$ cat src/hdl/wgo_pkg.sv
// Shared widths, constants, register indexes and the CORDIC angle table for the odometry core.
package wgo_pkg;

    localparam int COUNT_W = 16;
    localparam int ANGLE_W = 16;
    localparam int DELTA_W = 17;
    localparam int SUM_W   = 18;
    localparam int MPP_W   = 28;
    localparam int WARM_W  = 16;
    localparam int DIST_W  = 26;
    localparam int POS_W   = 48;
    localparam int TRIG_W  = 32;
    localparam int INC_W   = 28;

    localparam int DIST_PROD_W = DELTA_W + MPP_W;
    localparam int XY_PROD_W   = DIST_W + TRIG_W - 1;
    localparam int DIST_FRAC   = 17;
    localparam int TRIG_FRAC   = 30;

    localparam int S_TDATA_W = 48;
    localparam int M_TDATA_W = 192;
    localparam int CFG_IDX_W = 8;
    localparam int CFG_DATA_W = MPP_W;

    localparam logic [CFG_IDX_W-1:0] REG_METRES_PER_PULSE = 8'd0;
    localparam logic [CFG_IDX_W-1:0] REG_WARMUP_TICKS     = 8'd1;

    localparam logic [MPP_W-1:0]  MPP_RESET    = 28'd9850078;
    localparam logic [WARM_W-1:0] WARMUP_RESET = 16'd200;

    localparam logic [COUNT_W-1:0] QUARTER_COUNT       = 16'd16384;
    localparam logic [COUNT_W-1:0] THREE_QUARTER_COUNT = 16'd49152;
    localparam logic [DELTA_W-1:0] FULL_COUNT          = 17'h10000;

    localparam logic [DIST_W-1:0] DIST_POS_LIMIT = 26'h1FFFFFF;
    localparam logic [DIST_W-1:0] DIST_NEG_LIMIT = 26'h2000000;

    localparam logic signed [POS_W-1:0] POS_MAX = {1'b0, {(POS_W-1){1'b1}}};
    localparam logic signed [POS_W-1:0] POS_MIN = {1'b1, {(POS_W-1){1'b0}}};

    localparam logic [ANGLE_W-1:0] EIGHTH_TURN = 16'd8192;
    localparam logic [TRIG_W-1:0]  CORDIC_START = 32'd652032874;

    localparam int ATAN_DEPTH = 24;
    localparam int ATAN_IDX_W = $clog2(ATAN_DEPTH);

    // atan(2^-i) in units of 2^-32 turn
    function automatic logic [TRIG_W-1:0] atan_turn(input logic [ATAN_IDX_W-1:0] idx);
        case (idx)
            5'd0:    atan_turn = 32'd536870912;
            5'd1:    atan_turn = 32'd316933406;
            5'd2:    atan_turn = 32'd167458907;
            5'd3:    atan_turn = 32'd85004756;
            5'd4:    atan_turn = 32'd42667331;
            5'd5:    atan_turn = 32'd21354465;
            5'd6:    atan_turn = 32'd10679838;
            5'd7:    atan_turn = 32'd5340245;
            5'd8:    atan_turn = 32'd2670163;
            5'd9:    atan_turn = 32'd1335087;
            5'd10:   atan_turn = 32'd667544;
            5'd11:   atan_turn = 32'd333772;
            5'd12:   atan_turn = 32'd166886;
            5'd13:   atan_turn = 32'd83443;
            5'd14:   atan_turn = 32'd41722;
            5'd15:   atan_turn = 32'd20861;
            5'd16:   atan_turn = 32'd10430;
            5'd17:   atan_turn = 32'd5215;
            5'd18:   atan_turn = 32'd2608;
            5'd19:   atan_turn = 32'd1304;
            5'd20:   atan_turn = 32'd652;
            5'd21:   atan_turn = 32'd326;
            5'd22:   atan_turn = 32'd163;
            5'd23:   atan_turn = 32'd81;
            default: atan_turn = '0;
        endcase
    endfunction

endpackage

$ cat src/hdl/wheel_gyro_odometry_core.sv
// Top level of the wheel and gyro odometry core: sequencer, state and stream ports.
//
// Input stream (s_axis): one transfer per odometry tick with the raw left and right
// encoder counts and the gyro binary angle. Output stream (m_axis): one pose transfer
// per tick once warm-up is over. Configuration channel (cfg_*): always ready; write
// only while the core is idle. Index 0 sets metres per pulse, index 1 the warm-up
// tick count; other indexes are ignored.
// A warm-up tick is handled in idle and gives no output. A normal tick runs the 28
// steps of the bit-serial distance multiplier (the CORDIC runs alongside it), a
// distance register step, a wait for the CORDIC, the 31 steps of the two bit-serial
// position multipliers working in parallel, then a rounding step and the final
// accumulate step that presents the output. The next tick is taken only once the
// sequencer is back in idle, so the core takes no new tick while one is in progress.
// Reset clears the position, heading, previous inputs and warm-up count and loads the
// register defaults. The result sits in an output register; while the receiver
// stalls, the core still takes the next tick and runs it, holding the new pose in the
// final step until the pending transfer completes.
module wheel_gyro_odometry_core #(
    parameter int TRIG_ITERATIONS = 16
) (
    input  logic                               clk,
    input  logic                               rst_n,
    input  logic                               s_axis_tvalid,
    output logic                               s_axis_tready,
    // left_count, right_count, gyro_angle
    input  logic [wgo_pkg::S_TDATA_W-1:0]      s_axis_tdata,
    output logic                               m_axis_tvalid,
    input  logic                               m_axis_tready,
    // pos_x, pos_y, heading, heading_step, step_distance, left_delta, right_delta, pad
    output logic [wgo_pkg::M_TDATA_W-1:0]      m_axis_tdata,
    input  logic                               cfg_valid,
    output logic                               cfg_ready,
    input  logic [wgo_pkg::CFG_IDX_W-1:0]      cfg_index,
    input  logic [wgo_pkg::CFG_DATA_W-1:0]     cfg_data
);

    import wgo_pkg::*;

    localparam logic [DIST_PROD_W-1:0] DIST_HALF = DIST_PROD_W'(1) << (DIST_FRAC - 1);
    localparam logic [XY_PROD_W-1:0]   XY_HALF   = XY_PROD_W'(1) << (TRIG_FRAC - 1);
    localparam int DMAG_W = DIST_PROD_W - DIST_FRAC;
    localparam int IMAG_W = XY_PROD_W - TRIG_FRAC;
    localparam int PAD_W  = M_TDATA_W - 2 * POS_W - 2 * ANGLE_W - DIST_W - 2 * DELTA_W;

    typedef enum logic [2:0] {
        ST_IDLE,
        ST_MUL_D,
        ST_DIST,
        ST_TRIG,
        ST_MUL_XY,
        ST_ROUND,
        ST_ACC
    } state_t;

    function automatic logic [DELTA_W-1:0] unwrap(input logic [COUNT_W-1:0] cur,
                                                  input logic [COUNT_W-1:0] prev);
        logic [DELTA_W-1:0] diff;
        diff = {1'b0, cur} - {1'b0, prev};
        if (cur < QUARTER_COUNT && prev > THREE_QUARTER_COUNT)
        begin
            unwrap = diff + FULL_COUNT;
        end
        else if (cur > THREE_QUARTER_COUNT && prev < QUARTER_COUNT)
        begin
            unwrap = diff - FULL_COUNT;
        end
        else
        begin
            unwrap = diff;
        end
    endfunction

    function automatic logic [POS_W-1:0] pos_sat(input logic [POS_W:0] s);
        if (s[POS_W] != s[POS_W-1])
        begin
            pos_sat = s[POS_W] ? POS_MIN : POS_MAX;
        end
        else
        begin
            pos_sat = s[POS_W-1:0];
        end
    endfunction

    state_t              state_reg;
    logic                out_valid_reg;
    logic [M_TDATA_W-1:0] tdata_reg;
    logic [MPP_W-1:0]    mpp_reg;
    logic [WARM_W-1:0]   warmup_ticks_reg;
    logic [WARM_W-1:0]   warmup_left_reg;
    logic [COUNT_W-1:0]  prev_left_reg;
    logic [COUNT_W-1:0]  prev_right_reg;
    logic [ANGLE_W-1:0]  prev_gyro_reg;
    logic [ANGLE_W-1:0]  heading_acc_reg;
    logic [POS_W-1:0]    x_acc_reg;
    logic [POS_W-1:0]    y_acc_reg;
    logic [DELTA_W-1:0]  left_delta_reg;
    logic [DELTA_W-1:0]  right_delta_reg;
    logic [ANGLE_W-1:0]  heading_step_reg;
    logic                sum_neg_reg;
    logic [DIST_W-1:0]   dist_reg;
    logic [DIST_W-1:0]   dist_abs_reg;
    logic                neg_x_reg;
    logic                neg_y_reg;
    logic [INC_W-1:0]    inc_x_reg;
    logic [INC_W-1:0]    inc_y_reg;

    logic [COUNT_W-1:0]  cur_left;
    logic [COUNT_W-1:0]  cur_right;
    logic [ANGLE_W-1:0]  cur_gyro;
    logic                in_xfer;
    logic                in_warmup;
    logic                tick_start;
    logic [DELTA_W-1:0]  left_delta;
    logic [DELTA_W-1:0]  right_delta;
    logic [SUM_W-1:0]    delta_sum;
    logic [SUM_W-1:0]    delta_sum_abs;
    logic [ANGLE_W-1:0]  gyro_step;
    logic [ANGLE_W-1:0]  heading_next;

    logic                  dmul_busy;
    logic [DIST_PROD_W-1:0] dist_prod;
    logic [DIST_PROD_W-1:0] dist_rounded;
    logic [DMAG_W-1:0]     dist_mag;
    logic [DIST_W-1:0]     dist_abs_next;
    logic [DIST_W-1:0]     dist_next;

    logic                  trig_busy;
    logic signed [TRIG_W-1:0] cos_val;
    logic signed [TRIG_W-1:0] sin_val;
    logic [TRIG_W-1:0]     cos_abs;
    logic [TRIG_W-1:0]     sin_abs;
    logic                  xy_start;

    logic                  xmul_busy;
    logic                  ymul_busy;
    logic [XY_PROD_W-1:0]  x_prod;
    logic [XY_PROD_W-1:0]  y_prod;
    logic [XY_PROD_W-1:0]  x_rounded;
    logic [XY_PROD_W-1:0]  y_rounded;
    logic [INC_W-1:0]      x_inc_mag;
    logic [INC_W-1:0]      y_inc_mag;

    logic [POS_W:0]        x_sum;
    logic [POS_W:0]        y_sum;
    logic [POS_W-1:0]      x_acc_next;
    logic [POS_W-1:0]      y_acc_next;
    logic                  out_free;

    always_comb
    begin
        cur_left   = s_axis_tdata[COUNT_W-1:0];
        cur_right  = s_axis_tdata[2*COUNT_W-1:COUNT_W];
        cur_gyro   = s_axis_tdata[2*COUNT_W+ANGLE_W-1:2*COUNT_W];
        in_xfer    = s_axis_tvalid && s_axis_tready;
        in_warmup  = warmup_left_reg < warmup_ticks_reg;
        tick_start = in_xfer && !in_warmup;

        left_delta    = unwrap(cur_left, prev_left_reg);
        right_delta   = unwrap(cur_right, prev_right_reg);
        delta_sum     = {left_delta[DELTA_W-1], left_delta}
                      + {right_delta[DELTA_W-1], right_delta};
        delta_sum_abs = delta_sum[SUM_W-1] ? -delta_sum : delta_sum;
        gyro_step     = cur_gyro - prev_gyro_reg;
        heading_next  = heading_acc_reg + gyro_step;

        // round half away from zero on the magnitude, then clamp to 26 bits
        dist_rounded = dist_prod + DIST_HALF;
        dist_mag     = dist_rounded[DIST_PROD_W-1:DIST_FRAC];
        if (sum_neg_reg)
        begin
            dist_abs_next = (dist_mag > DMAG_W'(DIST_NEG_LIMIT)) ? DIST_NEG_LIMIT
                                                                 : dist_mag[DIST_W-1:0];
        end
        else
        begin
            dist_abs_next = (dist_mag > DMAG_W'(DIST_POS_LIMIT)) ? DIST_POS_LIMIT
                                                                 : dist_mag[DIST_W-1:0];
        end
        dist_next = sum_neg_reg ? -dist_abs_next : dist_abs_next;

        cos_abs  = cos_val[TRIG_W-1] ? -cos_val : cos_val;
        sin_abs  = sin_val[TRIG_W-1] ? -sin_val : sin_val;
        xy_start = (state_reg == ST_TRIG) && !trig_busy;

        x_rounded = x_prod + XY_HALF;
        y_rounded = y_prod + XY_HALF;
        x_inc_mag = {{(INC_W-IMAG_W){1'b0}}, x_rounded[XY_PROD_W-1:TRIG_FRAC]};
        y_inc_mag = {{(INC_W-IMAG_W){1'b0}}, y_rounded[XY_PROD_W-1:TRIG_FRAC]};

        x_sum = {x_acc_reg[POS_W-1], x_acc_reg}
              + {{(POS_W+1-INC_W){inc_x_reg[INC_W-1]}}, inc_x_reg};
        y_sum = {y_acc_reg[POS_W-1], y_acc_reg}
              + {{(POS_W+1-INC_W){inc_y_reg[INC_W-1]}}, inc_y_reg};
        x_acc_next = pos_sat(x_sum);
        y_acc_next = pos_sat(y_sum);

        out_free = !out_valid_reg || m_axis_tready;
    end

    wgo_serial_mul #(
        .A_W (DELTA_W),
        .B_W (MPP_W)
    ) u_dist_mul (
        .clk     (clk),
        .rst_n   (rst_n),
        .start   (tick_start),
        .a       (delta_sum_abs[DELTA_W-1:0]),
        .b       (mpp_reg),
        .busy    (dmul_busy),
        .product (dist_prod)
    );

    wgo_cordic #(
        .ITERATIONS (TRIG_ITERATIONS)
    ) u_cordic (
        .clk     (clk),
        .rst_n   (rst_n),
        .start   (tick_start),
        .angle   (heading_next),
        .busy    (trig_busy),
        .cos_out (cos_val),
        .sin_out (sin_val)
    );

    wgo_serial_mul #(
        .A_W (DIST_W),
        .B_W (TRIG_W - 1)
    ) u_x_mul (
        .clk     (clk),
        .rst_n   (rst_n),
        .start   (xy_start),
        .a       (dist_abs_reg),
        .b       (cos_abs[TRIG_W-2:0]),
        .busy    (xmul_busy),
        .product (x_prod)
    );

    wgo_serial_mul #(
        .A_W (DIST_W),
        .B_W (TRIG_W - 1)
    ) u_y_mul (
        .clk     (clk),
        .rst_n   (rst_n),
        .start   (xy_start),
        .a       (dist_abs_reg),
        .b       (sin_abs[TRIG_W-2:0]),
        .busy    (ymul_busy),
        .product (y_prod)
    );

    always_ff @(posedge clk or negedge rst_n)
    begin
        if (!rst_n)
        begin
            state_reg        <= ST_IDLE;
            out_valid_reg    <= 1'b0;
            mpp_reg          <= MPP_RESET;
            warmup_ticks_reg <= WARMUP_RESET;
            warmup_left_reg  <= '0;
            prev_left_reg    <= '0;
            prev_right_reg   <= '0;
            prev_gyro_reg    <= '0;
            heading_acc_reg  <= '0;
            x_acc_reg        <= '0;
            y_acc_reg        <= '0;
        end
        else
        begin
            if (cfg_valid)
            begin
                case (cfg_index)
                    REG_METRES_PER_PULSE: mpp_reg <= cfg_data;
                    REG_WARMUP_TICKS:     warmup_ticks_reg <= cfg_data[WARM_W-1:0];
                    default:
                    begin
                    end
                endcase
            end

            // in the final step a ready receiver always gets the new pose
            if (m_axis_tready && state_reg != ST_ACC)
            begin
                out_valid_reg <= 1'b0;
            end

            case (state_reg)
                ST_IDLE:
                begin
                    if (in_xfer)
                    begin
                        prev_left_reg  <= cur_left;
                        prev_right_reg <= cur_right;
                        prev_gyro_reg  <= cur_gyro;
                        if (in_warmup)
                        begin
                            warmup_left_reg <= warmup_left_reg + 1'b1;
                        end
                        else
                        begin
                            heading_acc_reg <= heading_next;
                            state_reg       <= ST_MUL_D;
                        end
                    end
                end
                ST_MUL_D:
                begin
                    if (!dmul_busy)
                    begin
                        state_reg <= ST_DIST;
                    end
                end
                ST_DIST:
                begin
                    state_reg <= ST_TRIG;
                end
                ST_TRIG:
                begin
                    if (!trig_busy)
                    begin
                        state_reg <= ST_MUL_XY;
                    end
                end
                ST_MUL_XY:
                begin
                    if (!xmul_busy && !ymul_busy)
                    begin
                        state_reg <= ST_ROUND;
                    end
                end
                ST_ROUND:
                begin
                    state_reg <= ST_ACC;
                end
                ST_ACC:
                begin
                    if (out_free)
                    begin
                        x_acc_reg     <= x_acc_next;
                        y_acc_reg     <= y_acc_next;
                        out_valid_reg <= 1'b1;
                        state_reg     <= ST_IDLE;
                    end
                end
                default:
                begin
                    state_reg <= ST_IDLE;
                end
            endcase
        end
    end

    always_ff @(posedge clk)
    begin
        case (state_reg)
            ST_IDLE:
            begin
                if (tick_start)
                begin
                    left_delta_reg   <= left_delta;
                    right_delta_reg  <= right_delta;
                    heading_step_reg <= gyro_step;
                    sum_neg_reg      <= delta_sum[SUM_W-1];
                end
            end
            ST_DIST:
            begin
                dist_reg     <= dist_next;
                dist_abs_reg <= dist_abs_next;
            end
            ST_TRIG:
            begin
                neg_x_reg <= sum_neg_reg ^ cos_val[TRIG_W-1];
                neg_y_reg <= sum_neg_reg ^ sin_val[TRIG_W-1];
            end
            ST_ROUND:
            begin
                inc_x_reg <= neg_x_reg ? -x_inc_mag : x_inc_mag;
                inc_y_reg <= neg_y_reg ? -y_inc_mag : y_inc_mag;
            end
            ST_ACC:
            begin
                if (out_free)
                begin
                    tdata_reg <= {{PAD_W{1'b0}}, right_delta_reg, left_delta_reg, dist_reg,
                                  heading_step_reg, heading_acc_reg, y_acc_next, x_acc_next};
                end
            end
            default:
            begin
            end
        endcase
    end

    assign s_axis_tready = (state_reg == ST_IDLE);
    assign m_axis_tvalid = out_valid_reg;
    assign m_axis_tdata  = tdata_reg;
    assign cfg_ready     = 1'b1;

endmodule

$ cat src/hdl/wgo_serial_mul.sv
// Bit-serial unsigned shift-add multiplier, one multiplier bit per cycle.
module wgo_serial_mul #(
    parameter int A_W = 17,
    parameter int B_W = 28
) (
    input  logic               clk,
    input  logic               rst_n,
    input  logic               start,
    input  logic [A_W-1:0]     a,
    input  logic [B_W-1:0]     b,
    output logic               busy,
    output logic [A_W+B_W-1:0] product
);

    localparam int P_W   = A_W + B_W;
    localparam int CNT_W = $clog2(B_W);
    localparam logic [CNT_W-1:0] LAST_STEP = CNT_W'(B_W - 1);

    logic             busy_reg;
    logic [CNT_W-1:0] cnt_reg;
    logic [A_W-1:0]   a_reg;
    logic [P_W-1:0]   acc_reg;
    logic [A_W:0]     partial;
    logic [P_W-1:0]   acc_next;

    // upper half takes the multiplicand when the low bit is set, then all shifts right
    always_comb
    begin
        partial  = {1'b0, acc_reg[P_W-1:B_W]} + (acc_reg[0] ? {1'b0, a_reg} : '0);
        acc_next = {partial, acc_reg[B_W-1:1]};
    end

    always_ff @(posedge clk or negedge rst_n)
    begin
        if (!rst_n)
        begin
            busy_reg <= 1'b0;
            cnt_reg  <= '0;
        end
        else if (start && !busy_reg)
        begin
            busy_reg <= 1'b1;
            cnt_reg  <= '0;
        end
        else if (busy_reg)
        begin
            cnt_reg <= cnt_reg + 1'b1;
            if (cnt_reg == LAST_STEP)
            begin
                busy_reg <= 1'b0;
            end
        end
    end

    always_ff @(posedge clk)
    begin
        if (start && !busy_reg)
        begin
            a_reg   <= a;
            acc_reg <= {{A_W{1'b0}}, b};
        end
        else if (busy_reg)
        begin
            acc_reg <= acc_next;
        end
    end

    assign busy    = busy_reg;
    assign product = acc_reg;

endmodule

$ cat src/hdl/wgo_cordic.sv
// Iterative rotation-mode CORDIC giving Q30 cosine and sine of a binary angle.
module wgo_cordic #(
    parameter int ITERATIONS = 16
) (
    input  logic                                 clk,
    input  logic                                 rst_n,
    input  logic                                 start,
    input  logic [wgo_pkg::ANGLE_W-1:0]          angle,
    output logic                                 busy,
    output logic signed [wgo_pkg::TRIG_W-1:0]    cos_out,
    output logic signed [wgo_pkg::TRIG_W-1:0]    sin_out
);

    import wgo_pkg::*;

    localparam logic [ATAN_IDX_W-1:0] LAST_ITER = ATAN_IDX_W'(ITERATIONS - 1);

    localparam logic [1:0] QUAD_ZERO  = 2'd0;
    localparam logic [1:0] QUAD_LEFT  = 2'd1;
    localparam logic [1:0] QUAD_BACK  = 2'd2;

    typedef enum logic [1:0] {
        CS_IDLE,
        CS_ROTATE,
        CS_FINISH
    } cordic_state_t;

    cordic_state_t              state_reg;
    logic [ATAN_IDX_W-1:0]      iter_reg;
    logic [1:0]                 quad_reg;
    logic signed [TRIG_W-1:0]   x_reg;
    logic signed [TRIG_W-1:0]   y_reg;
    logic [TRIG_W-1:0]          z_reg;
    logic signed [TRIG_W-1:0]   cos_reg;
    logic signed [TRIG_W-1:0]   sin_reg;

    logic [ANGLE_W-1:0]         biased;
    logic [1:0]                 quad_in;
    logic [ANGLE_W-1:0]         residue;
    logic signed [TRIG_W-1:0]   x_shift;
    logic signed [TRIG_W-1:0]   y_shift;
    logic [TRIG_W-1:0]          atan_val;
    logic signed [TRIG_W-1:0]   x_next;
    logic signed [TRIG_W-1:0]   y_next;
    logic [TRIG_W-1:0]          z_next;

    always_comb
    begin
        biased   = angle + EIGHTH_TURN;
        quad_in  = biased[ANGLE_W-1:ANGLE_W-2];
        residue  = angle - {quad_in, {(ANGLE_W-2){1'b0}}};
        x_shift  = x_reg >>> iter_reg;
        y_shift  = y_reg >>> iter_reg;
        atan_val = atan_turn(iter_reg);
        if (!z_reg[TRIG_W-1])
        begin
            x_next = x_reg - y_shift;
            y_next = y_reg + x_shift;
            z_next = z_reg - atan_val;
        end
        else
        begin
            x_next = x_reg + y_shift;
            y_next = y_reg - x_shift;
            z_next = z_reg + atan_val;
        end
    end

    always_ff @(posedge clk or negedge rst_n)
    begin
        if (!rst_n)
        begin
            state_reg <= CS_IDLE;
            iter_reg  <= '0;
        end
        else
        begin
            case (state_reg)
                CS_IDLE:
                begin
                    if (start)
                    begin
                        state_reg <= CS_ROTATE;
                        iter_reg  <= '0;
                    end
                end
                CS_ROTATE:
                begin
                    iter_reg <= iter_reg + 1'b1;
                    if (iter_reg == LAST_ITER)
                    begin
                        state_reg <= CS_FINISH;
                    end
                end
                CS_FINISH:
                begin
                    state_reg <= CS_IDLE;
                end
                default:
                begin
                    state_reg <= CS_IDLE;
                end
            endcase
        end
    end

    always_ff @(posedge clk)
    begin
        case (state_reg)
            CS_IDLE:
            begin
                if (start)
                begin
                    quad_reg <= quad_in;
                    x_reg    <= CORDIC_START;
                    y_reg    <= '0;
                    z_reg    <= {residue, {(TRIG_W-ANGLE_W){1'b0}}};
                end
            end
            CS_ROTATE:
            begin
                x_reg <= x_next;
                y_reg <= y_next;
                z_reg <= z_next;
            end
            CS_FINISH:
            begin
                case (quad_reg)
                    QUAD_ZERO:
                    begin
                        cos_reg <= x_reg;
                        sin_reg <= y_reg;
                    end
                    QUAD_LEFT:
                    begin
                        cos_reg <= -y_reg;
                        sin_reg <= x_reg;
                    end
                    QUAD_BACK:
                    begin
                        cos_reg <= -x_reg;
                        sin_reg <= -y_reg;
                    end
                    default:
                    begin
                        cos_reg <= y_reg;
                        sin_reg <= -x_reg;
                    end
                endcase
            end
            default:
            begin
            end
        endcase
    end

    assign busy    = (state_reg != CS_IDLE);
    assign cos_out = cos_reg;
    assign sin_out = sin_reg;

endmodule

$ cat config.mk
export PLATFORM = sky130hd
export DESIGN_NAME = wheel_gyro_odometry_core
export DESIGN_NICKNAME = d
export VERILOG_FILES = /design/src/hdl/wgo_pkg.sv /design/src/hdl/wheel_gyro_odometry_core.sv /design/src/hdl/wgo_serial_mul.sv /design/src/hdl/wgo_cordic.sv
export SDC_FILE = /design/constraint.sdc
export NUM_CORES = 2
export LEC_CHECK = 0
export BUFFER_PORTS_ARGS = -buffer_cell sky130_fd_sc_hd__buf_2
export CAP_MARGIN = 30
export CORE_MARGIN = 2
export CORE_UTILIZATION = 68
export CTS_CLUSTER_SIZE = 14
export DETAILED_ROUTE_END_ITERATION = 8
export GPL_TIMING_DRIVEN = 0
export PLACE_DENSITY = 0.95
export REMOVE_ABC_BUFFERS = 1
export SETUP_SLACK_MARGIN = 0.5
export SYNTH_ARGS = -nofsm -noshare
export SYNTH_HDL_FRONTEND = slang
export SYNTH_SLANG_ARGS = --single-unit
$ cat constraint.sdc
create_clock -name clk -period 11.05 [get_ports clk]
set_input_delay 2.21 -clock clk [delete_from_list [all_inputs] [get_ports clk]]
set_output_delay 2.21 -clock clk [all_outputs]
set_load 0.01 [all_outputs]
==> impl_metrics.csv <==
group,metric,value,unit
grt,grt_pass1_wl,288,mm
sta,rsz0062_at_grt,"no",
cts,cts.sinks,987,
outcome,outcome,"complete, no violations",
synthesis,syn-cell-area,66500,um^2
cts,cts_setup_buffers,0,
synthesis,synth_seq_cells,987,
worst_hold_path,holdCritPathClass,"flip-flop to flip-flop",
floorplan,die_h,317,um
cts,cts_buffer_depth,3,
final_layout,area_growth,10.0,%
critical_path,slowest_stage,"dfrtp_4",
floorplan,initial_core_util,68.6,%
cts,clkTransAtPathRegs,0.06,ns
final_layout,final_nets,7398,
place,dpl_cell_area,69400,um^2
worst_hold_path,min-delay-start,"right_delta_reg[14]",
critical_path,r2r-start,"u_cordic.iter_reg[0]",
final_layout,fin_util,75.5,%
sta,drv_slew,0,
cts,cts_root_buffer,"clkbuf_16",
synthesis,synth.distinct_cells,104,
floorplan,dieArea,100000,um^2
place,place_congestion,0.952,
synthesis,ys.flop_type,"edfxtp_1",
critical_path,path_buf_inv,3,
synthesis,yosysSeqAreaShare,41.7,%
final_layout,fin_area,73100,um^2
place,io_buffers,278,
sta,finalClockSkew,0.0693,ns
cts,post_cts_resize_count,0,
routing,drc,0,
floorplan,core,96900,um^2
sta,relSlewSlack,29.7,%
routing,wl,183,mm
place,dp_hpwl,127,mm
routing,drtPass1Iterations,7,
final_layout,final_cell_mix,"nand2_1, edfxtp_1, nor2_1, o21ai_0, a21oi_1",
grt,track_usage,35.8,%
synthesis,avgSynthCellArea,9.78,um^2
floorplan,die_x,317,um
critical_path,critPathRequiredTime,11.48,ns
final_layout,final_common_cell,"nand2_1",
sta,finalWorstSetupSlack,3.73,ns
place,preCtsSetupSlack,3.34,ns
grt,grt_pass1_vias,54100,
sta,final_hold_viol_count,0,
routing,via_per_inst,6.78,
cts,cts_made_buffers,102,
routing,drt-initial-drc-count,7415,
routing,wire_per_inst,22.0,um
cts,htree_levels,3,
place,place_inst,8078,
critical_path,worst-path-stages,25,
critical_path,crit_path_start_kind,"flip-flop",
critical_path,cpMostUsedCell,"a31oi_1",
critical_path,cpPeakStageDelay,0.60,ns
flow_run,cap_violations,0,
critical_path,crit_start,"u_cordic.iter_reg[0]",
cts,cts_tree,"done",
critical_path,r2r-end,"u_cordic.y_reg[31]",
floorplan,ios,284,
sta,finalSetupViolations,0,
cts,insertion_delay,0.74,ns
routing,antenna_left,0,
sta,period_share,66.2,%
routing,dr_total_vias,56100,
critical_path,crit_arrival,7.75,ns
critical_path,worstSetupPathType,"flip-flop to flip-flop",
grt,antenna_found_initial,19,
critical_path,critPathCaptureType,"flip-flop",
synthesis,yosysWarnings,0,
floorplan,rows,114,
critical_path,endpoint,"u_cordic.y_reg[31]",
sta,max_freq,0.137,GHz
synthesis,netlist_instances,6797,
sta,worst_slew_pin_slew,1.04,ns
final_layout,largest_register_ffs,188,
sta,fin_crit,7.32,ns
final_layout,instances_no_fill,8283,
critical_path,ff2ff_setup_slack,3.73,ns
critical_path,crit_fanout,67,
grt,grt_max_degree,125,
critical_path,reg2reg_depth,25,
grt,globalRouteOverflowTotal,0,
synthesis,synthArstFlopShare,25.2,%
final_layout,drive_gt1_share,12.7,%
critical_path,cp_top_family,"compound AO/OA/AOI/OAI gates",
cts,cts_hold_buf,0,
synthesis,synth-edff-count,669,
==> worst min-delay path by stage <==
stage,end,slack [ns],cells past startpoint
2_1_floorplan,m_axis_tdata[112],0.40,0
6_report,m_axis_tdata[185],0.42,0
3_3_place_gp,m_axis_tdata[114],0.40,0
3_5_place_dp,m_axis_tdata[166],0.40,0
4_1_cts,m_axis_tdata[166],0.42,0
5_1_grt,m_axis_tdata[123],0.42,0
==> per-layer routing <==
layer | up-vias | track usage (%) | part of all wire, %
met3 | 889 | 7.12 | 11
li1 | 25100 | - | -
met5 | - | 0 | 0.083
met2 | 3552 | 59.8 | 48
met4 | 24 | 16.1 | 5.3
met1 | 26600 | 45.1 | 36
==> Yosys cell counts (68+ instances only) <==
library cell / number / share of area, %
ha_1: 385 / 7.2
inv_1: 265 / 1.5
xnor2_1: 339 / 4.5
nor3_1: 118 / 0.89
dfrtp_1: 233 / 8.8
nor2_1: 511 / 2.9
and2_1: 124 / 1.2
mux2_2: 144 / 2.4
nand2b_1: 71 / 0.67
nand3_1: 146 / 1.1
nand2_1: 739 / 4.2
o21ai_0: 498 / 3.7
and3_1: 78 / 0.73
dfxtp_1: 69 / 2.1
or3_1: 68 / 0.64
a21o_1: 154 / 1.7
clkbuf_1: 262 / 1.5
edfxtp_1: 669 / 30
mux4_2: 120 / 4.1
xor2_1: 253 / 3.3
a21oi_1: 450 / 3.4
==> kinds of logic (layout without fill, tap and decap cells) <==
group / count (synthesis) / count (layout) / synth area share (%)
AO/OA/AOI/OAI: 1705 / 1705 / 15.9
AND/OR/NAND/NOR: 2170 / 2170 / 15.6
flip-flops: 987 / 987 / 41.7
XOR/XNOR: 593 / 593 / 7.84
adder cells (fa/ha/maj): 410 / 410 / 7.82
other: 2 / 11 / 0.0113
multiplexers: 332 / 332 / 7.56
buffers and inverters: 598 / 799 / 3.51
==> layout make-up <==
type | instances | area (um^2)
multi-input combinational | 5215 | 36500
sequential | 987 | 27700
fill | 5876 | 23700
clock buffer | 143 | 2870
timing repair buffer | 335 | 2660
tap | 1276 | 1600
inverter | 270 | 1020
clock inverter | 51 | 677
antenna | 6 | 15.0
==> through the flow <==
stage / hold slack [ns] / setup TNS [ns]
after floorplan: 0.400 / 0
after global placement: 0.402 / -888.64
after global routing: 0.421 / 0
after CTS: 0.419 / 0
after detailed placement: 0.405 / 0
final: 0.417 / 0
Power is not shown: default switching activity piles up to over one toggle a cycle in this logic, so the estimate is an artifact.
